==> src/lbp_pkg.sv <==
// ----------------------------------------------------------------------------
// lbp_pkg
// shared constants, types and the neighbour compare for the 3x3 lbp operator
// ----------------------------------------------------------------------------
package lbp_pkg;

  localparam int PIX_W      = 8;
  localparam int MAX_WIDTH  = 1024;
  localparam int MAX_HEIGHT = 1024;
  localparam int COL_W      = $clog2(MAX_WIDTH);
  localparam int ROW_W      = $clog2(MAX_HEIGHT);
  localparam int CFG_W      = 11;
  localparam int IROW_W     = 11;
  localparam int CODE_W     = 8;
  localparam int LINE_W     = 2 * PIX_W;

  localparam logic [CFG_W-1:0]  WIDTH_RST  = CFG_W'(640);
  localparam logic [CFG_W-1:0]  HEIGHT_RST = CFG_W'(480);
  localparam logic [IROW_W-1:0] IROW_MAX   = {IROW_W{1'b1}};

  // configuration register indexes
  typedef enum logic [0:0] {
    REG_IMAGE_WIDTH  = 1'b0,
    REG_IMAGE_HEIGHT = 1'b1
  } lbp_reg_t;

  // item kinds
  typedef enum logic [0:0] {
    CMD_PIXEL = 1'b0,
    CMD_FLUSH = 1'b1
  } lbp_cmd_t;

  typedef logic [PIX_W-1:0] pix_t;

  // 3x3 window, index = row * 3 + column, row 0 on top
  typedef pix_t [8:0] lbp_win_t;

  // which window columns and rows lie inside the image
  typedef struct packed {
    logic xl;
    logic xc;
    logic xr;
    logic yt;
    logic yc;
    logic yb;
  } lbp_bounds_t;

  // bit i set when neighbour i is inside the image and >= centre
  function automatic logic [CODE_W-1:0] lbp_code(input lbp_win_t win,
                                                  input lbp_bounds_t bnd);
    logic [CODE_W-1:0] code;
    pix_t              ctr;
    ctr     = win[4];
    code[0] = bnd.xl && bnd.yt && (win[0] >= ctr);  // top-left
    code[1] = bnd.xc && bnd.yt && (win[1] >= ctr);  // top
    code[2] = bnd.xr && bnd.yt && (win[2] >= ctr);  // top-right
    code[3] = bnd.xr && bnd.yc && (win[5] >= ctr);  // right
    code[4] = bnd.xr && bnd.yb && (win[8] >= ctr);  // bottom-right
    code[5] = bnd.xc && bnd.yb && (win[7] >= ctr);  // bottom
    code[6] = bnd.xl && bnd.yb && (win[6] >= ctr);  // bottom-left
    code[7] = bnd.xl && bnd.yc && (win[3] >= ctr);  // left
    return code;
  endfunction

endpackage

==> src/lbp_win.sv <==
// ----------------------------------------------------------------------------
// lbp_win
// 3x3 pixel window: shifts one column per item and forms the pattern code
// ----------------------------------------------------------------------------
module lbp_win (
  input  logic                        clk,
  input  logic                        rst_n,
  input  logic                        shift_en,
  input  lbp_pkg::pix_t               up_pix,
  input  lbp_pkg::pix_t               mid_pix,
  input  lbp_pkg::pix_t               new_pix,
  input  lbp_pkg::lbp_bounds_t        bnd,
  output logic [lbp_pkg::CODE_W-1:0]  code
);
  import lbp_pkg::*;

  lbp_win_t win_r;
  lbp_win_t win_nxt;

  always_comb begin
    win_nxt = win_r;
    if (shift_en) begin
      for (int k = 0; k < 3; k++) begin
        win_nxt[k*3+0] = win_r[k*3+1];
        win_nxt[k*3+1] = win_r[k*3+2];
      end
      win_nxt[2] = up_pix;
      win_nxt[5] = mid_pix;
      win_nxt[8] = new_pix;
    end
  end

  always_ff @(posedge clk) begin
    if (!rst_n) begin
      win_r <= '0;
    end else begin
      win_r <= win_nxt;
    end
  end

  assign code = lbp_code(win_r, bnd);

endmodule

==> config.mk <==
export PLATFORM = sky130hd
export DESIGN_NAME = lbp_win
export DESIGN_NICKNAME = d
export VERILOG_FILES = /design/src/lbp_pkg.sv /design/src/lbp_win.sv
export SDC_FILE = /design/constraint.sdc
export NUM_CORES = 1
export LEC_CHECK = 0
export ABC_AREA = 1
export BUFFER_PORTS_ARGS = -buffer_cell sky130_fd_sc_hd__buf_2
export CAP_MARGIN = 15
export CORE_AREA = 8 8 97 99
export CTS_CLUSTER_SIZE = 20
export DETAILED_ROUTE_END_ITERATION = 10
export DIE_AREA = 0 0 105 107
export GPL_ROUTABILITY_DRIVEN = 0
export PLACE_DENSITY_LB_ADDON = 0.3
export SKIP_CTS_REPAIR_TIMING = 1
export SYNTH_ARGS = -nofsm -noshare
export SYNTH_HDL_FRONTEND = slang
export SYNTH_SLANG_ARGS = --single-unit
==> constraint.sdc <==
create_clock -name clk -period 1.6 [get_ports clk]
set_clock_uncertainty 0.15 [all_clocks]
set_input_delay 0.32 -clock clk [delete_from_list [all_inputs] [get_ports clk]]
set_output_delay 0.32 -clock clk [all_outputs]
set_load 0.05 [all_outputs]
==> Word-level counts from Yosys, hierarchy flattened <==
Cells that the tools add are included.
{ "totals": {"regBits": 72, "in_bits": 33, "wordCells": 33} }
{ "op_classes": {"n_lt_le_gt_ge": 8, "reduce_logical": 16} }
{ "op_table": {"columns": ["op", "count"], "rows": [
  ["$ge A8 B8 Y1", 8],
  ["$logic_and A1 B1 Y1", 16]
]} }

==> Depth between registers and ports, before layout <==
{ "logic_depth": {"ltp_word": 2, "ltp_mapped": 11} }

==> Worst setup path after synthesis <==
OpenSTA, ideal clock, no wires.
{ "synth_timing": {"path_type": "reg2out", "startpoint": "register win_r[39] (netlist name)", "endpoint": "output port code[5] (netlist name)", "t_arrival_ns": 1.746, "t_required_ns": 1.130, "path_slack_ns": -0.616, "path_stages_with_launch": 6, "n_path_buf": 0, "path_cell_list": "dfxtp_1 > inv_1 > ha_1 > nand2_1 > o21a_1 > a21oi_1"} }
{ "synth_between": {"elab_chain_len": 2} }
{ "synth_lines": {"columns": ["item", "line", "source"], "rows": [
  ["start: declaration", "lbp_win.sv:17", "lbp_win_t win_r;"],
  ["start signal: assignment", "lbp_win.sv:37", "win_r <= win_nxt;"],
  ["$ge A8 B8 Y1", "lbp_pkg.sv:59", "code[5] = bnd.xc && bnd.yb && (win[7] >= ctr);"],
  ["$logic_and A1 B1 Y1", "lbp_pkg.sv:59", null],
  ["end: declaration", "lbp_win.sv:13", "output logic [lbp_pkg::CODE_W-1:0] code"]
]} }
Every way passes these cells.

==> Final worst setup path <==
{ "layout_timing": {"startpoint": "register win_r[37] (netlist name)", "endpoint": "output port code[7] (netlist name)"} }
{ "layout_between": {"elab_chain_len": 2} }
{ "layout_lines": {"columns": ["item", "line", "source"], "rows": [
  ["$ge A8 B8 Y1", "lbp_pkg.sv:61", "code[7] = bnd.xl && bnd.yc && (win[3] >= ctr);"],
  ["$logic_and A1 B1 Y1", "lbp_pkg.sv:61", null]
]} }
Every way passes these cells.

==> flow_metrics.py <==
metrics = {
    "cells_and_area": {
        "multi_input_area_um2": 2500,
        "final_nets": 700,
        "diodes": 0,
        "final_layout_size_suffix_gt1_share_pct": 23.6,
        "largest_reg_flops": 72,
        "ff_latch_area_um2": 1460,
        "final_cells": 712,
        "top_regs": "win_r (72)",
        "fillerInstances": 693,
        "postLayoutCellArea_um2": 5060,
        "areaGrowthSynthToFinish_pct": 25.2,
        "regMostFlops": "win_r",
    },
    "pwr": {
        "vdd_ir_drop_max_uv": 536,
        "switchingPower_w": 0.00149,
        "p_per_area_nw_per_um2": 920,
        "intPower_w": 0.00317,
        "leakage_nw": 2.42,
        "p_comb_share_pct": 25.4,
        "power_frac_seq_pct": 43.1,
        "swShare_pct": 31.9,
        "clock_power_share_pct": 31.5,
    },
    "timing": {
        "max_freq_mhz": 438,
        "setup_viol": 8,
        "slew_headroom_pct": 72.4,
        "drv_slew": 0,
        "fin_ws_ns": -0.682,
        "tightest_slew_ns": 0.415,
        "grt_setup_unrepaired": "true",
        "fin_crit_sh_pct": 143,
        "period_needed_ns": 2.28,
        "tns_ns": -4.90,
        "finalHoldViolCount": 0,
    },
    "clock_network": {
        "clock_path_buffers": 2,
        "htree_levels": 3,
        "clkLatencyLatePin_ns": 0.35,
        "path_clk_slew_ns": 0.08,
        "cts_sinks": 72,
        "clockRootBuffer": "clkbuf_8",
        "cts_tree": "yes",
        "cts_made_buffers": 9,
    },
    "drt": {
        "drtIter0Drc": 149,
        "routedWlPerCell_um": 14.3,
        "highest_layer": "met4",
        "dr.pass1.iters": 4,
        "wirelength_um": 10200,
        "m1WireLength_um": 4630,
        "vias": 3693,
        "ant_nets": 0,
        "drc": 0,
        "dr_wl_met3_um": 511,
        "dr_wl_met2_um": 4910,
        "via_per_inst": 5.19,
    },
    "placement": {
        "placed_area_um2": 4660,
        "dpl.cell_count": 695,
        "hpwlAfterDp_um": 6870,
        "numPortBuffers": 40,
    },
    "hold_path": {
        "min_to": "win_r[44]",
        "hold_depth": 3,
        "hold_start": "mid_pix[4]",
        "hp-class": "in -> reg",
    },
    "global_routing": {
        "grt.total_usage_pct": 18.2,
        "grt_pass1_vias": 3623,
        "grt_pass1_wl_um": 17000,
        "grt_overflow_total": 0,
        "antenna_found_initial": 0,
        "grt_max_degree": 73,
    },
    "synthesis": {
        "ys_seq_elements": 72,
        "syn-cell-area_um2": 4040,
        "syn_nets": 635,
        "synth_seq_area_share_pct": 35.7,
        "synthCells": 538,
        "yosysWarnings": 0,
        "synth.distinct_cells": 18,
        "avgSynthCellArea_um2": 7.51,
    },
    "floorplan": {
        "die_w_um": 105,
        "core_area_um2": 7930,
        "die_y_um": 107,
        "ios": 41,
        "dieArea_um2": 11200,
        "start_util_pct": 50.9,
        "rows": 33,
    },
    "outcome": {
        "outcome": "complete, but fails checks",
        "violations": "negative setup slack",
    },
    "critical_path": {
        "r2r-start": "win_r[45]",
        "crit_fanout": 5,
        "reg2reg_slack_ns": 0.61,
        "rr_worst_depth": 3,
        "critPathLaunchType": "flip-flop",
        "crit_type": "reg -> out",
        "end_kind": "output port",
        "required_ns": 1.13,
        "worstReg2RegEnd": "win_r[45]",
        "arrival_ns": 1.81,
    },
    "run": {
        "max_cap_violations": 0,
    },
}
-- cells in the final DEF, fill, tap and decap left out --
| master | Yosys | final |
|---|---|---|
| nor2_1 | 115 | 113 |
| buf_2 | 7 | 32 |
| a21o_1 | 1 | 1 |
| buf_6 | 3 | 6 |
| ha_1 | 64 | 53 |
| inv_8 | 1 | 3 |
| nand3_2 | 0 | 3 |
| nand2_2 | 0 | 9 |
| nand2_1 | 80 | 71 |
| dfxtp_2 | 0 | 6 |
| bufinv_16 | 0 | 1 |
| a21oi_1 | 46 | 37 |
| dfxtp_1 | 72 | 64 |
| clkinvlp_4 | 0 | 2 |
| ha_4 | 0 | 11 |
| inv_6 | 0 | 3 |
| nand4_1 | 1 | 1 |
| buf_12 | 1 | 2 |
| inv_1 | 48 | 40 |
| buf_8 | 0 | 1 |
| a21oi_2 | 0 | 2 |
| dfxtp_4 | 0 | 2 |
| inv_4 | 0 | 4 |
| clkbuf_8 | 0 | 10 |
| nor2_2 | 0 | 2 |
| o21ai_0 | 62 | 62 |
| clkinv_2 | 0 | 2 |
| o21a_1 | 7 | 7 |
| nand3_1 | 8 | 5 |
| a21oi_4 | 0 | 7 |
| buf_4 | 11 | 35 |
| o21ai_1 | 10 | 10 |
-- logic make-up after synthesis --
group / count (synthesis) / share of synthesized area, %
fa+ha+maj: 64 / 19.8
compound gates: 126 / 16.1
simple gates: 204 / 19.3
buf+inv: 72 / 9.11
flops: 72 / 35.7
-- per-stage QoR --
stage / worst slack [ns] / utilization [%] / hold slack [ns] / power [W]
2_1_floorplan: -0.161 / - / 0.290 / 0.00281
3_3_place_gp: -0.383 / 58.8 / 0.303 / 0.00307
3_5_place_dp: -0.406 / 58.8 / 0.320 / 0.00311
4_1_cts: -0.851 / 61.2 / 0.0263 / 0.00458
5_1_grt: -0.739 / 63.8 / 0.0343 / 0.00493
6_report: -0.682 / 63.8 / 0.0367 / 0.00465
-- power groups by stage --
stage	sequential (W)	combinational (W)	clock (W)
floorplan	0.00202	0.000790	0
global placement	0.00203	0.00104	0
finish	0.00201	0.00118	0.00147
global route	0.00202	0.00134	0.00157
CTS	0.00200	0.00109	0.00149
detailed placement	0.00204	0.00108	0
-- cell type report --
type / count / area share, %
clock buffer: 10 / 2.72
tap: 105 / 2.60
timing repair buffer: 76 / 10.8
clock inverter: 5 / 1.11
multi-input combinational: 394 / 49.4
sequential: 72 / 28.8
timing repair inverter: 1 / 0.223
inverter: 49 / 4.40
-- metal layers --
layer  up-vias  track usage [%]
met3        16             4.20
met2        77             29.7
met5         -                0
li1       1893                -
met4         0             6.12
met1      1707             23.2
-- worst max-delay path, stage by stage, from the launching register on --
cell,delay (ns)
dfxtp_4,0.40
buf_12,0.12
inv_8,0.05
ha_4,0.26
a21oi_2,0.05
o21a_1,0.22
a21oi_4,0.19
buf_6,0.18
-- how the worst max path moves through the flow --
stage / startpoint / endpoint / slack, ns / depth (start not counted)
after floorplan: win_r[33] / code[0] / -0.16 / 8
after global placement: win_r[36] / code[1] / -0.38 / 9
after detailed placement: win_r[38] / code[1] / -0.41 / 9
after CTS: win_r[36] / code[1] / -0.85 / 9
after global routing: win_r[37] / code[1] / -0.74 / 9
final: win_r[37] / code[7] / -0.68 / 7
-- cell usage after synthesis --
library cell | n | share of area [%]
a21oi_1 | 46 | 5.7
nor2_1 | 115 | 11
inv_1 | 48 | 4.5
a21o_1 | 1 | 0.19
inv_8 | 1 | 0.28
ha_1 | 64 | 20
buf_6 | 3 | 0.84
o21a_1 | 7 | 1.3
dfxtp_1 | 72 | 36
clkbuf_2 | 1 | 0.12
o21ai_1 | 10 | 1.2
nand4_1 | 1 | 0.15
buf_4 | 11 | 2.0
nand2_1 | 80 | 7.4
nand3_1 | 8 | 0.99
buf_12 | 1 | 0.50
buf_2 | 7 | 0.87
o21ai_0 | 62 | 7.7
(Power assumes the default switching activity.)
