<file path="src/lbp_ram.sv">
// ----------------------------------------------------------------------------
// lbp_ram
// generic single write port, single read port ram with registered read
// ----------------------------------------------------------------------------
module lbp_ram #(
  parameter int WIDTH = 8,
  parameter int DEPTH = 16
) (
  input  logic                     clk,
  input  logic                     we,
  input  logic [$clog2(DEPTH)-1:0] waddr,
  input  logic [WIDTH-1:0]         wdata,
  input  logic                     re,
  input  logic [$clog2(DEPTH)-1:0] raddr,
  output logic [WIDTH-1:0]         rdata
);

  logic [WIDTH-1:0] mem [DEPTH];
  logic [WIDTH-1:0] rdata_r;

  always_ff @(posedge clk) begin
    if (we) begin
      mem[waddr] <= wdata;
    end
    if (re) begin
      rdata_r <= mem[raddr];
    end
  end

  assign rdata = rdata_r;

endmodule

</file>
<file path="config.mk">
export PLATFORM = sky130hd
export DESIGN_NAME = lbp_ram
export DESIGN_NICKNAME = d
export VERILOG_FILES = /design/src/lbp_ram.sv
export SDC_FILE = /design/constraint.sdc
export NUM_CORES = 1
export LEC_CHECK = 0
export ABC_AREA = 1
export BUFFER_PORTS_ARGS = -buffer_cell sky130_fd_sc_hd__buf_2
export CAP_MARGIN = 30
export CORE_MARGIN = 8
export CORE_UTILIZATION = 35
export CTS_CLUSTER_DIAMETER = 120
export CTS_CLUSTER_SIZE = 28
export DETAILED_ROUTE_END_ITERATION = 7
export PLACE_DENSITY = 0.56
export RECOVER_POWER = 100
export SYNTH_ARGS = -nofsm -noshare
export SYNTH_HDL_FRONTEND = slang
export SYNTH_SLANG_ARGS = --single-unit
</file>
<file path="constraint.sdc">
create_clock -name clk -period 1.5 [get_ports clk]
set_input_delay 0.15 -clock clk [delete_from_list [all_inputs] [get_ports clk]]
set_output_delay 0.15 -clock clk [all_outputs]
set_load 0.01 [all_outputs]
</file>
# Word level (Yosys, flattened, before mapping)
# Memory sizes are Yosys's and may differ from the RTL's. A register that Yosys moved wholly into a read port is not among the register bits.
# Index checks and enable logic that the tools add are counted.
# Widths: inputs -> output; s select.
[totals] reg_bits=0 latch_bits=0 mem_bits_rw=128 romBits=0 inputBits=19 out_inout_bits=8 wordCells=3 n_memories=1
[mem_list] name="mem" words=16 width=8 read_ports=1 rd_ports_with_merged_regs=1 wr=1 line_no="18" text="logic [WIDTH-1:0] mem [DEPTH];"
[classes] add_sub_neg=0 n_mul=0 div_mod_pow=0 n_lt_le_gt_ge=0 eq_ne=0 shifts=0 mux=2 bitwise_logic=0 n_reduce_logical=0
[op_table] operator="$mux 1" n=2

# Depth between registers and ports, before layout
# Gate-level depths: netlist of run 1.
[logic_depth] word_depth=2 mapped_depth=8 ltp_nobuf=7

# Worst setup path before layout of run 1
# OpenSTA, ideal clock, no wires.
[synth_path] path_type="input -> register" from="input port waddr[2]" to="memory mem[10][0], enable pin" t_arrival_ns=0.731 required_ns=1.130 setup_slack_ns=0.399 stages=2 cell_sequence="nand3b_1 > nor2_1"
[synth_lines] item="start, declared" line_no="11" text="input logic [$clog2(DEPTH)-1:0] waddr,"
[synth_lines] item="end, declared" line_no="18"
# Straight into the memory's write port.

# Worst setup path after layout of run 1
[layout_path] from="register rdata_r[4], in the netlist rdata[4] (read register of mem)" to="output port rdata[4]"
[layout_lines] item="start, declared" line_no="19" text="logic [WIDTH-1:0] rdata_r;"
[layout_lines] item="end, declared" line_no="15" text="output logic [WIDTH-1:0] rdata"
# No word-level cell between the ends.

==> metrics.md, run 1 <==
| Metric | Value |
|---|---|
| Largest net degree at the start of global routing | 65 |
| Startpoint Class | flip-flop |
| Setup CP Type | reg -> out |
| Max-Slew Margin vs Limit | 0.358 |
| Via density | 4.60 |
| Final WL | 13.8 mm |
| Post-route insts no fill | 827 |
| GRT Total Usage | 0.135 |
| Status | complete, no violations |
| Syn nets | between 500 and 600 |
| Core area | 16500 um2 |
| Synth top area share | 0.698 |
| CTS Hold Bufs | 0 |
| Post-synthesis sequential area ratio | 0.698 |
| Vias in the first global route | 3891 |
| Clock skew | 0.00739 ns |
| Ys Warns | 0 |
| Peak VDD IR | 0.768 mV |
| Max Slew Vio Count | 0 |
| Chip width | 145 um |
| Initial antenna violation count | 0 |
| Max Fclk | 849 MHz |
| TritonCTS Buffers | 17 |
| Antenna-violating nets left | 0 |
| Residual DRC | 0 |
| Gp weighted congestion | 0.844 |
| Crit path time final | 1.18 ns |
| Fillers | between 1500 and 2000 |
| Hold Vio Cnt, Final | 0 |
| Max-Cap Viols | 0 |
| Tightest Pin Transition | 0.963 ns |
| Clock latency on the worst-skew pair | around 0.41 ns |
| Overflow after GRT | 0 |
| Top delay family on crit path | flip-flops |
| RSZ-0062 raised after global routing | no |
| First-pass GRT wire length | between 20 and 25 mm |
| Initial core utilization | 0.355 |
| Leakage | approximately 2.8 nW |
| Cells after Synth | between 500 and 600 |
| Worst path bufs/invs | 1 |
| Slowest-stage cell, CP | edfxtp_1 |
| Mean Syn Cell Area | 10.6 um2 |
| Total number of vias | 3804 |
| Cell row count | 47 |
| Netlist cell types | 11 |
| Die footprint | 21100 um2 |
| Layout Utilization | 0.411 |
| Final nets | between 600 and 700 |
| Placed Instances | 795 |
| Area grow syn2layout | 15.8% |
| Mapped Area | between 5000 and 6000 um2 |
| Critical path, cell by cell | clkbuf_1 |
| 1st-iter DRT viols | between 300 and 400 |
| Worst-path clk slew | roughly 0.060 ns |
| Post-CTS setup buffer count | 0 |
| WL per Instance | around 17 um |
| Cell taking the most area after synthesis | edfxtp_1 |
| Num Clock Sinks | approximately 140 |
| Chip height | 145 um |
| Clock Tree Root | clkbuf_16 |
| Required @ worst endpoint | 1.35 ns |
| Post-route clock period utilization | 0.786 |
| Hold_ws | 0.200 ns |
| Hold Crit Class | in -> reg |
| 1st-pass router iterations | 4 |
| #FFs+latches synth | between 100 and 150 |
| Synth area leaders | edfxtp_1 (70%), nand2_1 (11%), nand3_1 (8.3%) |
| Critical path peak fanout | 1 |
| # setup viols final | 0 |
| Critical Path AT | just over 1 ns |
| # resized after CTS | 0 |
| Port bufs | 26 |
| Power per Cell Area | 1310 nW/um2 |
| Setup TNS | 0 ns |
| CTS tree | built |
| H-Tree Depth | 4 |
| Total power draw | 8.85 mW |
| ANT cells | 0 |
| IO Count | 27 |
| Max incr delay on CP | 0.45 ns |
| Layout cells sized above 1 | 0.0610 |
| CP Capture Type | output port |
| Clock Tree Buf Depth | 2 |
| HPWL Detailed | 8.73 mm |
[worst paths after layout]
kind,end,depth (start not counted),start,slack (ns)
min,rdata[1],3,raddr[3],0.20
max,rdata[4],1,rdata[4],0.32
max reg2reg,rdata[2],6,mem[1][2],0.33
min reg2reg,rdata[0],6,mem[5][0],0.77
[cell usage after synthesis, drive strengths merged]
library cell / count
buf: 24
edfxtp: 136
inv: 102
nand2: 173
nand3: 97
nand3b: 2
nor2: 17
[layer usage]
layer	up-vias	wire length (um)	GRT usage
li1	1869	-	-
met1	1838	6390	0.172
met3	14	553	0.0286
met4	0	228	0.0562
met2	83	6600	0.219
met5	-	0	0
[where the power goes]
part / switching (mW) / total [mW] / internal, mW
clock network: 1.45 / 4.02 / 2.56
logic: 0.373 / 0.514 / 0.140
registers: 0.0300 / 4.32 / 4.29
[through the flow]
step	instance area, um2	setup slack, ns
floorplan	5850	0.399
global route	6770	0.268
global placement	6290	0.0526
detailed placement	6290	0.0418
finish	6770	0.321
CTS	6860	0.320
[worst reg2reg max path, cell delays in order, from the launching register on]
cell      delay, ns
edfxtp_1       0.36
inv_1          0.07
nand2_1        0.04
nand3_1        0.09
nand3_1        0.12
nand3_1        0.16
nand2_1        0.09
[layout by cell type (no fill, tap or decap), drive strengths merged]
cell,instances
bufinv,3
nand3b,2
inv,102
clkinvlp,1
nor2,17
clkbuf,56
buf,11
clkinv,9
nand3,97
nand2,173
edfxtp,136
[final cells by class]
cell class                 count  area, um2  share of cell area
clock buffer                  19        433              0.0639
tap                          220        275              0.0407
inverter                     102        383              0.0566
sequential                   136       4080               0.603
timing repair buffer          48        246              0.0364
multi-input combinational    289       1210               0.179
clock inverter                13        135              0.0200
[registers in the layout, summed over array words and instances, names as in the netlist]
name	count
rdata	8
mem	128
[cells by family (layout without fill, tap and decap cells)]
kind of cell           count (synthesis)  after routing  share of synthesized area
buffers and inverters                126            182                     0.0939
DFF                                  136            136                      0.698
and+or+nand+nor                      289            289                      0.208
No activity file was read; power rests on OpenSTA's default activity.
==> run 2, diff against run 1 <==
Settings changed: ABC_AREA 1 to 0.
Clock period 1.5 ns to 1.2 ns, I/O delays scaled along.
==> run 2 against run 1 <==
Net effect:
- the run now ends with negative setup slack left
- register-to-register slack lost 0.55 ns
- core utilization is 2.7 points higher
- synthesized area shrank 11%
- sequential cell count unchanged
- sequential share of layout area grew 3.5 points
- global-route usage down 2.0 points
- routed wire length decreased by 23%
- highest routed layer unchanged
==> metrics.md, run 2 <==
| Metric | Value |
|---|---|
| Max Slew Vio Count | 0 (unchanged) |
| Placed Instances | 467 (-41%) |
| Ys Warns | 0 (unchanged) |
| Leakage | 2.10 nW (-25%) |
| Max Fclk | 706 MHz |
| Clock Tree Buf Depth | 2 (unchanged) |
| # setup viols final | 8 (+8) |
| Tightest Pin Transition | 0.901 ns (-0.0616 ns) |
| Most flops, register | mem |
| Overflow after GRT | 0 (unchanged) |
| #FFs+latches synth | 136 (unchanged) |
| Main synth FF type | edfxtp_1 |
| Max-Slew Margin vs Limit | 0.398 (+0.0398) |
| Met3 WL post-DR | 309 um (-44%) |
| Max-Cap Viols | 0 (unchanged) |
| Top routing layer in use | met4 |
| Vias in the first global route | 2772 (-29%) |
| Residual DRC | 0 (unchanged) |
| Violated checks | negative setup slack |
| Most frequent cells in the layout | edfxtp_1 (136), mux4_2 (32), clkbuf_1 (21) |
| TritonCTS Buffers | 17 (unchanged) |
| Async set-or-reset flop fraction in the synthesized netlist | 0 (unchanged) |
| RSZ-0062 raised after global routing | yes |
| 1st-pass router iterations | 4 (unchanged) |
| Met2 routed WL | 5.20 mm (-21%) |
| Most common cell in the netlist | edfxtp_1 |
| Mapped Area | 5230 um2 (-11%) |
| Cells after Synth | 229 (-58%) |
| Die footprint | 19100 um2 (-9.5%) |
| Hold_ws | 0.217 ns (+0.0174 ns) |
| Syn nets | 248 (-56%) |
| Power per Cell Area | 1730 nW/um2 (+32%) |
| Crit path time final | 1.42 ns |
| Via density | 5.04 (+9.5%) |
| Netlist cell types | 18 (+7) |
| CTS tree | built |
| Area post-placement | 5900 um2 (-6.2%) |
| Layout cells sized above 1 | 0.360 (+0.299) |
| GRT Total Usage | 0.115 (-0.0201) |
| Post-CTS setup buffer count | 0 (unchanged) |
| Most common cell after layout, fill and taps aside | edfxtp_1 |
| Clock Tree Root | clkbuf_16 |
| Min-delay src | re |
| Startpoint Class | flip-flop |
| H-Tree Depth | 4 (unchanged) |
| Number of flops mapped to enable cells by yosys | 136 (unchanged) |
| Area grow syn2layout | 22.4% |
| Worst r2r src | mem[3][4] |
| Cell row count | 44 (-6.4%) |
| Peak VDD IR | 0.997 mV (+30%) |
| Gp weighted congestion | 0.701 (-17%) |
| Hold Crit Class | in -> reg |
| Port bufs | 26 (unchanged) |
| Critical path peak fanout | 1 (unchanged) |
| ANT cells | 0 (unchanged) |
| Synth top area share | 0.781 (+0.0828) |
| Initial antenna violation count | 0 (unchanged) |
| Setup CP Type | reg -> reg |
| Worst-path clk slew | 0.06 ns (about the same) |
| Required @ worst endpoint | 1.35 ns (about the same) |
| Fillers | 1229 (-24%) |
| Largest net degree at the start of global routing | 18 (-72%) |
| Chip height | 138 um (-4.8%) |
| Chip width | 138 um (-4.8%) |
| Num Clock Sinks | 136 (unchanged) |
| IO Count | 27 (unchanged) |
| Mean Syn Cell Area | 22.8 um2 (+120%) |
| Hold Vio Cnt, Final | 0 (unchanged) |
| Max reg flops | 128 (unchanged) |
| CP Capture Type | flip-flop |
| WL per Instance | 21.4 um (+28%) |
| Final instance area | 6400 um2 (-5.5%) |
| Met1 Wirelength | 4.98 mm (-22%) |
| HPWL Detailed | 7.09 mm (-19%) |
| Synth area leaders | edfxtp_1 (78%), mux4_2 (7.8%), mux4_1 (7.0%) |
| Layout Utilization | 0.439 (+0.0274) |
| Core area | 14600 um2 (-11%) |
| Post-synth top cells | edfxtp_1 (136), mux4_2 (18), a22oi_1 (16), mux4_1 (14), nor2_1 (13) |
| Final WL | 10.7 mm (-23%) |
| Clock skew | 0.00566 ns (-0.00173 ns) |
| Post-synthesis sequential area ratio | 0.781 (+0.0828) |
| Post-route clock period utilization | 1.18 |
| Final nets | 320 (-48%) |
| Setup TNS | -1.39 ns (-1.39 ns) |
| Crit path launch | mem[3][4] |
| Antenna-violating nets left | 0 (unchanged) |
| First-pass GRT wire length | 16.6 mm (-23%) |
| Post-route insts no fill | 498 (-40%) |
| Total number of vias | 2509 (-34%) |
| Status | finished with violations |
| Worst setup margin | -0.216 ns (-0.538 ns) |
| 1st-iter DRT viols | 201 (-49%) |
| Initial core utilization | 0.358 (+0.00323) |
| Clock latency on the worst-skew pair | 0.41 ns (about the same) |
| Cell taking the most area after synthesis | edfxtp_1 |
| Critical Path AT | 1.57 ns (+0.54 ns) |
==> run 2: final cells by class <==
class,instances,area (um2),area share
repair buffers,63,438,0.0684
well taps,184,230,0.0360
multi-input cells,83,1060,0.166
clock inverters,14,158,0.0246
flip-flops and latches,136,4080,0.638
clock buffers,18,429,0.0671
==> run 2: cells by family (layout without fill, tap and decap cells) <==
kind of cell / Yosys count / in the layout / synth area share
AOI/OAI and AO/OA: 16 / 16 / 0.0230
buffers and inverters: 10 / 95 / 0.0165
DFF: 136 / 136 / 0.781
muxes: 32 / 32 / 0.148
and+or+nand+nor: 35 / 35 / 0.0314
==> run 2: layer usage <==
layer  vias to the layer above  GRT usage
li1                       1112          -
met1                      1333      0.148
met2                        49      0.182
met3                        15     0.0267
met4                         0     0.0486
met5                         -          0
==> run 2: through the flow <==
stage | power, mW | setup WS, ns
after detailed placement | 6.09 | -0.502
after global routing | 11.4 | -0.253
after floorplan | 5.78 | -0.120
after global placement | 6.08 | -0.503
after CTS | 11.2 | -0.253
final | 11.1 | -0.216
==> run 2: final timing paths <==
check / end / slack (ns) / cells past startpoint
setup reg to reg: rdata[4] / -0.22 / 3
hold reg to reg: rdata[1] / 0.74 / 3
setup / recovery: rdata[4] / -0.22 / 3
hold / removal: rdata[0] / 0.22 / 1
==> run 2: power by group <==
group          switching (mW)  total (mW)  internal (mW)
registers              0.0292        5.39           5.36
logic                   0.322       0.587          0.265
clock network            1.85        5.09           3.24
total                    2.20        11.1           8.86
==> run 2: worst max-delay path: stages, from the launching register on <==
cell and delay [ns]:
edfxtp_1 0.36, mux4_2 0.50, a22oi_2 0.22, nand2_1 0.09
==> run 2: timing repair <==
item,4_1_cts,5_1_grt
resized for setup,6,6
pin swaps,4,3
gates cloned,0,0
hold buffers,0,0
endpoints found under the setup margin,8,8
==> run 3, diff against run 2 <==
Settings changed: GPL_TIMING_DRIVEN from default to 0.
==> run 3 against run 2 <==
Net effect:
- the run still ends with negative setup slack left
- power is 2.0% lower
- core utilization is 1.7 points lower
- die area stayed put
- sequential cell count stayed put
- routed wire length is 1.9% lower
- count of clock-buffer cells in the layout stayed put
- critical path type unchanged
==> metrics.md, run 3 (synthesis results as in run 2) <==
| Metric | Value |
|---|---|
| Hold_ws | 0.133 ns (-0.0843 ns) |
| Most flops, register | mem |
| Cell row count | 44 (unchanged) |
| Max incr delay on CP | 0.52 ns (+0.02 ns) |
| Critical Path AT | 1.63 ns (+0.06 ns) |
| Via density | 5.07 (+0.55%) |
| Hold Vio Cnt, Final | 0 (unchanged) |
| Antenna-violating nets left | 0 (unchanged) |
| Worst-path clk slew | 0.06 ns (about the same) |
| CTS tree | built |
| Clock skew | 0.00498 ns (-0.000678 ns) |
| Final instance area | 6150 um2 (-3.8%) |
| Pre-CTS setup slack | -0.499 ns (+0.00342 ns) |
| Max Slew Vio Count | 0 (unchanged) |
| GRT Total Usage | 0.116 (+0.00140) |
| Gp weighted congestion | 0.698 (-0.34%) |
| Startpoint Class | flip-flop |
| Violated checks | negative setup slack |
| Min-delay src | re |
| Die footprint | 19100 um2 (unchanged) |
| Critical path, cell by cell | mux4_2, a22oi_1, nand2_1 |
| Clock Tree Buf Depth | 2 (unchanged) |
| Max-Slew Margin vs Limit | 0.471 (+0.0735) |
| Port bufs | 25 (-3.8%) |
| Area occupied by multi-input gates | 1060 um2 (-0.35%) |
| Placed Instances | 438 (-6.2%) |
| Largest net degree at the start of global routing | 17 (-1) |
| HPWL Detailed | 6.67 mm (-6.0%) |
| Register area | 4080 um2 (unchanged) |
| Residual DRC | 0 (unchanged) |
| 1st-iter DRT viols | 201 (unchanged) |
| CP Capture Type | flip-flop |
| Crit path launch | mem[7][4] |
| Worst r2r src | mem[7][4] |
| Final WL | 10.4 mm (-1.9%) |
| First-pass GRT wire length | 16.1 mm (-3.0%) |
| Peak VDD IR | 1.05 mV (+5.6%) |
| Leakage | 1.93 nW (-8.3%) |
| WL per Instance | 22.2 um (+3.9%) |
| Core area | 14600 um2 (unchanged) |
| Total number of vias | 2381 (-5.1%) |
| Hold Crit Class | in -> reg |
| 1st-pass router iterations | 4 (unchanged) |
| H-Tree Depth | 4 (unchanged) |
| Clock latency on the worst-skew pair | 0.41 ns (about the same) |
| Hold Path Cell Cnt | 1 (unchanged) |
| Num Clock Sinks | 136 (unchanged) |
| Post-route insts no fill | 470 (-5.6%) |
| Initial antenna violation count | 0 (unchanged) |
| Post-route clock period utilization | 1.23 (+0.0506) |
| Most common cell after layout, fill and taps aside | edfxtp_1 |
| Required @ worst endpoint | 1.35 ns (about the same) |
| CTS Hold Bufs | 0 (unchanged) |
| Flop-to-flop setup slack | -0.28 ns (-0.06 ns) |
| TritonCTS Buffers | 17 (unchanged) |
| Overflow after GRT | 0 (unchanged) |
| Fillers | 1261 (+2.6%) |
| Critical path peak fanout | 1 (unchanged) |
| Area post-placement | 5600 um2 (-5.0%) |
| Initial core utilization | 0.358 (unchanged) |
| Power per Cell Area | 1760 nW/um2 (+2.0%) |
| ANT cells | 0 (unchanged) |
| Tightest Pin Transition | 0.793 ns (-0.108 ns) |
| Max reg flops | 128 (unchanged) |
| Vias in the first global route | 2628 (-5.2%) |
| RSZ-0062 raised after global routing | yes |
| Setup TNS | -1.93 ns (-0.547 ns) |
| Layout cells sized above 1 | 0.297 (-0.0627) |
| Clock Tree Root | clkbuf_16 |
| Slowest-stage cell, CP | mux4_2 |
| Crit path time final | 1.48 ns (+0.0608 ns) |
| Area grow syn2layout | 17.7% |
| Setup CP Type | reg -> reg |
| Most frequent cells in the layout | edfxtp_1 (136), mux4_2 (32), clkbuf_1 (21) |
| Final nets | 292 (-8.8%) |
| # setup viols final | 8 (unchanged) |
| Max-Cap Viols | 0 (unchanged) |
| Max Fclk | 677 MHz (-4.1%) |
| Worst setup margin | -0.277 ns (-0.0608 ns) |
| Chip height | 138 um (unchanged) |
| R2R cell count | 3 (unchanged) |
| IO Count | 27 (unchanged) |
| Status | finished with violations |
| Chip width | 138 um (unchanged) |
-- run 3: metrics by stage --
| stage | utilization | power [mW] |
|---|---|---|
| floorplan | - | 5.78 |
| detailed placement | 0.384 | 6.03 |
| finish | 0.422 | 10.8 |
| global placement | 0.384 | 6.01 |
| global route | 0.422 | 11.2 |
| CTS | 0.423 | 11.0 |
-- run 3: routing by layer --
layer	vias to the layer above	share of wire	wire [um]	track usage
met5	-	0	0	0
met4	0	0.012	121	0.0446
met3	11	0.057	598	0.0476
met2	67	0.49	5070	0.176
met1	1246	0.45	4660	0.146
li1	1057	-	-	-
-- run 3: final timing paths --
| kind | to |
|---|---|
| max | rdata[4] |
| min reg2reg | rdata[0] |
| max reg2reg | rdata[4] |
| min | rdata[6] |
-- run 3: critical path: cells and delay by family (launching register included) --
kind             cells  cell delay [ns]
multiplexers         1             0.52
flip-flops           1             0.36
AO/OA/AOI/OAI        1             0.21
AND/OR/NAND/NOR      1             0.12
-- run 3: timing repair --
action / CTS / global route
resized for setup: 4 / 0
setup endpoints to repair: 8 / 8
pin swaps: 3 / 1
setup buffers: 0 / 0
-- run 3: cell type report --
class,instances,share of cell area
clock inverter,14,0.0218
clock buffer,18,0.0697
multi-input combinational,83,0.172
timing repair buffer,25,0.0163
tap,184,0.0374
buffer,10,0.0195
sequential,136,0.664
-- run 3: report_power, final --
part | total (mW) | internal [mW] | switching (mW) | leakage, nW
clock | 4.92 | 3.02 | 1.90 | 0.266
combinational | 0.542 | 0.218 | 0.325 | 0.426
sequential | 5.38 | 5.36 | 0.0233 | 1.24
total | 10.8 | 8.60 | 2.25 | 1.93
